[src/hw/rtl/mec_pkg.sv]
// Package for the Mandelbrot escape-count block: field widths and default parameters.
// No dependencies; used by the core and its checker.
package mec_pkg;

    // Width of one coordinate and of the result field.
    localparam int DATA_W  = 32;
    localparam int COUNT_W = 8;

    // Default sizing of the iteration loop and the fixed-point format.
    localparam int DEF_MAX_ITERATIONS = 256;
    localparam int DEF_FRACTION_BITS  = 22;

endpackage

[src/hw/rtl/mandelbrot_escape_count_core.sv]
// Mandelbrot escape-time counter for one point in signed fixed point.
// Depends on mec_pkg for widths and default parameters.

// One item is a point c; the block iterates z = z*z + c from z = c on a single shared
// 32 x 32 signed multiplier and returns one count per item. Each iteration is made of
// three multiplier passes plus the update, and an item holds the core until its count
// is handed over. The input is ready only while the core is idle; the result sits in
// an output register, so the next item is taken while a count still waits to be read,
// and a finished count waits in the core if the register is full.
module mandelbrot_escape_count_core #(
    parameter int MAX_ITERATIONS = mec_pkg::DEF_MAX_ITERATIONS,
    parameter int FRACTION_BITS  = mec_pkg::DEF_FRACTION_BITS
) (
    input  logic                               i_clk,
    input  logic                               i_rst_n,
    input  logic                               i_valid,
    output logic                               o_ready,
    input  logic signed [mec_pkg::DATA_W-1:0]  i_c_real,
    input  logic signed [mec_pkg::DATA_W-1:0]  i_c_imag,
    output logic                               o_valid,
    input  logic                               i_ready,
    output logic        [mec_pkg::COUNT_W-1:0] o_escape_count
);

    localparam int DW    = mec_pkg::DATA_W;
    localparam int CNT_W = $clog2(MAX_ITERATIONS);

    // Escape threshold 4.0 in the chosen format.
    localparam logic signed [DW-1:0] LIMIT = DW'(4) <<< FRACTION_BITS;

    // Count of completed updates at which the last update is being made.
    localparam logic [CNT_W-1:0] LAST_DONE = CNT_W'(MAX_ITERATIONS - 2);

    typedef enum logic [2:0] {
        S_IDLE,
        S_RR,
        S_II,
        S_CHK,
        S_UPD,
        S_DONE
    } t_state;

    t_state                 r_state;
    logic signed [DW-1:0]   r_cr;
    logic signed [DW-1:0]   r_ci;
    logic signed [DW-1:0]   r_zr;
    logic signed [DW-1:0]   r_zi;
    logic signed [DW-1:0]   r_prod;
    logic signed [DW-1:0]   r_rr;
    logic signed [DW-1:0]   r_ii;
    logic        [CNT_W-1:0] r_done;
    logic        [mec_pkg::COUNT_W-1:0] r_result;
    logic                   r_out_valid;
    logic        [mec_pkg::COUNT_W-1:0] r_out_count;

    logic signed [DW-1:0]   w_mul_a;
    logic signed [DW-1:0]   w_mul_b;
    logic signed [2*DW-1:0] w_mul_full;
    logic signed [DW-1:0]   n_prod;
    logic signed [DW-1:0]   w_mag;
    logic                   w_escape;
    logic signed [DW-1:0]   n_zr;
    logic signed [DW-1:0]   n_zi;
    logic        [8:0]      w_count_ext;

    // Operand selection for the shared multiplier, one product per state.
    always_comb begin
        unique case (r_state)
            S_RR: begin
                w_mul_a = r_zr;
                w_mul_b = r_zr;
            end
            S_II: begin
                w_mul_a = r_zi;
                w_mul_b = r_zi;
            end
            default: begin
                w_mul_a = r_zi;
                w_mul_b = r_zr;
            end
        endcase
    end

    // Full signed product; the scaled middle word is registered.
    assign w_mul_full = w_mul_a * w_mul_b;
    assign n_prod     = w_mul_full[FRACTION_BITS+DW-1:FRACTION_BITS];

    // Squared magnitude wraps at the data width and is compared as signed.
    assign w_mag    = r_rr + r_prod;
    assign w_escape = w_mag > LIMIT;

    // Next value of z, made from the squares and the cross product.
    assign n_zr = r_rr - r_ii + r_cr;
    assign n_zi = r_prod + r_prod + r_ci;

    // Result is one more than the completed updates, kept to the field width.
    assign w_count_ext = 9'(r_done) + 9'd1;

    // Sequencer, datapath registers and the output register.
    always_ff @(posedge i_clk) begin
        r_prod <= n_prod;
        if (!i_rst_n) begin
            r_state     <= S_IDLE;
            r_out_valid <= 1'b0;
        end else begin
            // The hand-over state refills the register itself.
            if (r_out_valid && i_ready && (r_state != S_DONE)) begin
                r_out_valid <= 1'b0;
            end
            unique case (r_state)
                S_IDLE: begin
                    if (i_valid) begin
                        r_cr    <= i_c_real;
                        r_ci    <= i_c_imag;
                        r_zr    <= i_c_real;
                        r_zi    <= i_c_imag;
                        r_done  <= '0;
                        r_state <= S_RR;
                    end
                end
                S_RR: begin
                    r_state <= S_II;
                end
                S_II: begin
                    r_rr    <= r_prod;
                    r_state <= S_CHK;
                end
                S_CHK: begin
                    r_ii <= r_prod;
                    if (w_escape) begin
                        r_result <= w_count_ext[mec_pkg::COUNT_W-1:0];
                        r_state  <= S_DONE;
                    end else begin
                        r_state <= S_UPD;
                    end
                end
                S_UPD: begin
                    r_zr   <= n_zr;
                    r_zi   <= n_zi;
                    r_done <= r_done + 1'b1;
                    if (r_done == LAST_DONE) begin
                        r_result <= w_count_ext[mec_pkg::COUNT_W-1:0] + 1'b1;
                        r_state  <= S_DONE;
                    end else begin
                        r_state <= S_RR;
                    end
                end
                S_DONE: begin
                    // Hand the count over once the output register is free.
                    if (!r_out_valid || i_ready) begin
                        r_out_count <= r_result;
                        r_out_valid <= 1'b1;
                        r_state     <= S_IDLE;
                    end
                end
                default: begin
                    r_state <= S_IDLE;
                end
            endcase
        end
    end

    assign o_ready        = (r_state == S_IDLE);
    assign o_valid        = r_out_valid;
    assign o_escape_count = r_out_count;

endmodule

[config.mk]
export PLATFORM = sky130hd
export DESIGN_NAME = mandelbrot_escape_count_core
export DESIGN_NICKNAME = d
export VERILOG_FILES = /design/src/hw/rtl/mec_pkg.sv /design/src/hw/rtl/mandelbrot_escape_count_core.sv
export SDC_FILE = /design/constraint.sdc
export NUM_CORES = 2
export LEC_CHECK = 0
export ABC_AREA = 1
export BUFFER_PORTS_ARGS = -buffer_cell sky130_fd_sc_hd__buf_2
export CAP_MARGIN = 0
export CORE_MARGIN = 2
export CORE_UTILIZATION = 32
export DETAILED_ROUTE_END_ITERATION = 8
export PLACE_DENSITY = 0.49
export SYNTH_ARGS = -nofsm -noshare
export SYNTH_HDL_FRONTEND = slang
export SYNTH_SLANG_ARGS = --single-unit
[constraint.sdc]
create_clock -name i_clk -period 8.2 [get_ports i_clk]
set_input_delay 0.82 -clock i_clk [delete_from_list [all_inputs] [get_ports i_clk]]
set_output_delay 0.82 -clock i_clk [all_outputs]
set_load 0.05 [all_outputs]
# ---- Word-level counts from Yosys, hierarchy flattened
# Cells that the tools add are included.
dict set report op_classes {
  add_sub_neg 8
  mul 1
  div_mod_pow 0
  n_lt_le_gt_ge 1
  eq_ne 11
  shift 0
  mux 19
  n_bitwise 0
  reduce_logical 14
}
# cell count
set op_table {}
lappend op_table {{$add 32x32->32} 4}
lappend op_table {{$mux 32} 4}
lappend op_table {{$pmux 32 s2} 2}
lappend op_table {{$mul 32x32->54} 1}
lappend op_table {{$gt 32x26->1 const B} 1}
lappend op_table {{$pmux 8 s2} 2}
lappend op_table {{$sub 32x32->32} 1}
lappend op_table {{$add 8x1->8 const B} 3}
lappend op_table {{$mux 8} 3}
lappend op_table {{$pmux 3 s6} 1}
lappend op_table {{$mux 3} 3}
lappend op_table {{$reduce_and 3->1} 3}
lappend op_table {{$eq 8x8->1 const B} 1}
lappend op_table {{$ne 2x2->1 const B} 4}
lappend op_table {{$eq 3x2->1 const B} 2}
lappend op_table {{$eq 3x3->1 const B} 2}
lappend op_table {{$reduce_and 2->1} 3}
lappend op_table {{$mux 1} 4}
lappend op_table {{$reduce_and 4->1} 1}
lappend op_table {{$reduce_bool 2->1} 2}
lappend op_table {{$eq 3x1->1 const B} 1}
lappend op_table {{$logic_not 3->1} 1}
lappend op_table {{$ne 3x3->1 const B} 1}
lappend op_table {{$logic_and 1x1->1} 2}
lappend op_table {{2 further kinds} 2}
dict set report word_totals {
  regBits 252
  latch_bits 0
  mem_bits_rw 0
  romBits 0
  input_bits 68
  word_cells 66
  mem_count 0
}

# ---- Logic depth before layout (Yosys ltp)
dict set report depth {
  ltp_word 5
  depth_mapped 41
}

# ---- Worst setup path before layout
# No wires, ideal clock.
dict set report synth_timing {
  path_type {reg2reg}
  start {reg r_state[2]}
  end {reg r_prod[30]}
  arrival_time_ps 7614
  slack_ps 474
  stages_incl_launch_ff 31
  synth_period_minus_slack_ps 7726
  path_cell_list {dfxtp_1 inv_2 nand3_2 buf_4 buf_4 buf_2 o21ai_1 clkinv_1 clkbuf_1 nor2_1 fa_1 fa_1 fa_1 fa_1 fa_1 fa_1 fa_1 inv_1 fa_1 inv_1 ha_1 a21oi_1 inv_1 a21oi_1 inv_1 a21oi_1 o211a_1 o21ai_0 a21o_1 nand2_1 nand2_1}
}
dict set report synth_between {
  elab_chain_len 3
  elab_cells_between_ends 5
  cone_classes {1 x mul; 2 x eq/ne; 2 x mux}
}
# item line
set synth_lines {}
lappend synth_lines {{from (decl)} mandelbrot_escape_count_core.sv:43} ;# t_state r_state;
lappend synth_lines {{from (signal assigned)} mandelbrot_escape_count_core.sv:103} ;# r_state <= S_IDLE;
lappend synth_lines {{from (signal assigned)} mandelbrot_escape_count_core.sv:118} ;# r_state <= S_RR;
lappend synth_lines {{from (signal assigned)} mandelbrot_escape_count_core.sv:122} ;# r_state <= S_II;
lappend synth_lines {{$eq 3x1->1 or $eq 3x2->1 (tied branches)} mandelbrot_escape_count_core.sv:68} ;# unique case (r_state)
lappend synth_lines {{$mux 32} mandelbrot_escape_count_core.sv:68}
lappend synth_lines {{$mul 32x32->54 *} mandelbrot_escape_count_core.sv:85} ;# assign w_mul_full = w_mul_a * w_mul_b;
lappend synth_lines {{named net w_mul_full[52]} mandelbrot_escape_count_core.sv:58} ;# logic signed [2*DW-1:0] w_mul_full;
lappend synth_lines {{to (signal assigned)} mandelbrot_escape_count_core.sv:101} ;# r_prod <= n_prod;
lappend synth_lines {{to (decl)} mandelbrot_escape_count_core.sv:48} ;# logic signed [DW-1:0] r_prod;
# The timed path passes the listed nets; every way through them passes the cells marked *.
# A chain may end at the register's enable or synchronous reset.

# ---- Worst setup path in the final report
dict set report layout_timing {
  start {reg r_state[0]}
  end {reg r_prod[13]}
}
# The elaborated chain is that of the path after synthesis.

==> impl_metrics.csv <==
group,metric,value,unit
floorplanning,io_pins,78,
timing,period_minus_slack,7920,ps
timing,worst-slew-pin-transition,1090,ps
logic_synthesis,synth_edf_count,216,
logic_synthesis,syn_area,47700,um2
global_route,grt-ovfl-total,0,
drt,drt_iter0_drc,2549,
logic_synthesis,synthFlopType,"edfxtp_1",
layout,final_core_util,0.361,
clock_tree,tritoncts,"done",
logic_synthesis,yosysUniqueCellTypes,52,
worst_setup_path,rrSetupSlack,280,ps
drt,drt_pre_antenna_iters,6,
layout,seq_area,7210,um2
hold_path,holdCritStartpoint,"r_result[7]",
logic_synthesis,synthTopCellsByArea,"fa_1, edfxtp_1, inv_1",
floorplanning,coreArea,148000,um2
drt,routed_wl,161000,um
worst_setup_path,crit_required,8660,ps
global_route,grt.total_usage,0.215,
timing,max_clock_freq,0.126,GHz
worst_setup_path,path_buf_inv,8,
floorplanning,fp.dieH,390,um
timing,tns,0,ps
flow_run,max_cap_viol_count,0,
logic_synthesis,ys_ff_latch,252,
layout,multi_input_area,34800,um2
hold_path,hold_depth,0,
global_route,grt_max_degree,76,
layout,final_cells,7768,
placement,dp_hpwl,139000,um
layout,drive_above_1_share,0.0889,
clock_tree,clock_latency,570,ps
global_route,antenna_found_initial,3,
clock_tree,cts_sinks,252,
timing,fin_crit_sh,0.966,
worst_setup_path,path_max_fanout,34,
clock_tree,path_clk_slew,70,ps
clock_tree,htree_levels,1,
drt,antenna_left,0,
timing,hold_viol,0,
floorplanning,die_w,390,um
drt,wl_per_cell,20.7,um
clock_tree,root_buffer,"clkbuf_16",
layout,fillCellCount,15400,
logic_synthesis,synth_top_area_frac,0.413,
worst_setup_path,worst-path-stages,29,
layout,syn2layout_area_growth,11.9,%
worst_setup_path,r2r-start,"r_state[0]",
global_route,grt_pass1_wl,246000,um
timing,max_slew_margin,0.271,
logic_synthesis,async_reset_ff_frac,0,
hold_path,hold_class,"reg2reg",
worst_setup_path,reg2reg_to,"r_prod[13]",
placement,port_buffers,77,
timing,drv_slew,0,
global_route,grt_pass1_vias,39100,
placement,placed_cells,7717,
logic_synthesis,yosysSeqAreaShare,0.151,
outcome,run_status,"finished clean",
worst_setup_path,worstPathArrival,8380,ps
logic_synthesis,syn_nets,6951,
timing,fin_skew,18.7,ps
timing,report.final.setup_viol,0,
clock_tree,numCtsBuffers,25,
logic_synthesis,avgSynthCellArea,8.46,um2
floorplanning,rows,141,
logic_synthesis,synth_area_leader_cell,"fa_1",
worst_setup_path,critPathSlowestCell,"fa_1",
placement,placed_area,52200,um2
worst_setup_path,path_delay_family,"adder cells",
drt,vias,36800,
worst_setup_path,crit_top_cell,"fa_1",
worst_setup_path,critical_path.max_stage_delay,670,ps
drt,drc_errors,0,
hold_path,min_to,"o_escape_count[7]",
drt,vias_per_cell,4.73,
clock_tree,cts.path.max_buffers,3,
timing,rsz0062_at_grt,"yes",
logic_synthesis,ys_warn_count,0,
floorplanning,start_util,0.323,
placement,gp_congestion,0.894,
worst_setup_path,start_kind,"flop",
layout,final_area,53400,um2
worst_setup_path,crit_path_end_kind,"flop",
floorplanning,dieArea,152000,um2
layout,final_net_count,7136,
worst_setup_path,crit_type,"reg2reg",
worst_setup_path,rr_worst_depth,29,
logic_synthesis,synthCells,5634,
metrics by stage:
| stage | hold slack, ps | setup slack, ps |
|---|---|---|
| after global routing | 434 | -60.0 |
| after floorplan | 400 | 474 |
| after detailed placement | 408 | -112 |
| final | 425 | 279 |
| after CTS | 420 | 48.6 |
| after global placement | 408 | -180 |
metal layers:
| metal | wire, um | global-route usage |
|---|---|---|
| met4 | 4660 | 0.0555 |
| met2 | 75700 | 0.358 |
| met5 | 0 | 0 |
| met3 | 7040 | 0.0172 |
| met1 | 73200 | 0.302 |
what timing repair did:
action / CTS / global route
pin swaps: 0 / 2
gates resized for setup: 6 / 61
endpoints found under the setup margin: 2 / 22
hold endpoints to repair: 0 / 0
hold buffers: 0 / 0
cloned: 0 / 1
buffers inserted: 0 / 4
sequential cells by signal (all words and copies together) (netlist names), 32 cells and up:
register / flops
r_ii: 32
r_ci: 32
r_zr: 32
r_prod: 32
r_zi: 32
r_rr: 32
r_cr: 32
synth_stat cells (17+ instances only):
master,count
a21oi_1,166
ha_1,265
xor2_1,68
o21ai_2,20
o21ai_1,27
xnor2_1,36
clkbuf_1,133
buf_2,23
o21ai_0,114
nor3_1,27
fa_1,984
nand3_1,96
nand2_1,1088
inv_1,1364
edfxtp_1,216
nor2_1,740
nand4_1,30
or2_2,25
dfxtp_1,36
o21a_1,17
a31oi_1,26
cells by family (layout without fill, tap and decap cells):
kind of cell / Yosys count / after routing / synth area share
buffers and inverters: 1557 / 1760 / 0.124
xor gates and xnor gates: 107 / 107 / 0.0201
and+or+nand+nor: 2043 / 2043 / 0.169
DFF: 252 / 252 / 0.151
AOI/OAI and AO/OA: 426 / 426 / 0.0528
other: 0 / 1 / 0
adders and majority gates: 1249 / 1249 / 0.483
cells in the final DEF, fill, tap and decap left out, drive strengths merged, types with 28 or more instances in the layout:
master / count
inv: 1375
nand2: 1099
fa: 984
nor2: 742
buf: 323
ha: 265
edfxtp: 216
o21ai: 170
a21oi: 168
nand3: 98
xor2: 68
xnor2: 39
dfxtp: 36
nand4: 30
clkbuf: 28
worst max path at each step:
stage / slack (ps) / to / startpoint
after floorplan: 470 / r_prod[30] / r_state[2]
after global placement: -180 / r_prod[23] / r_state[1]
after detailed placement: -110 / r_prod[23] / r_state[1]
after CTS: 50 / r_prod[23] / r_state[0]
after global routing: -60 / r_prod[19] / r_state[2]
final: 280 / r_prod[13] / r_state[0]
cell type report:
| type | instances | share of cell area |
|---|---|---|
| Antenna cell | 1 | 0.0000469 |
| Clock buffer | 28 | 0.0121 |
| Clock inverter | 17 | 0.00429 |
| Inverter | 1391 | 0.0987 |
| Multi-Input combinational cell | 3825 | 0.653 |
| Sequential cell | 252 | 0.135 |
| Tap cell | 1930 | 0.0452 |
| Timing Repair Buffer | 323 | 0.0515 |
| Timing Repair inverter | 1 | 0.0000938 |
Power is left out: the tool's default activity adds up to more than one toggle a clock period on the data nets, which glitch-free logic cannot reach.
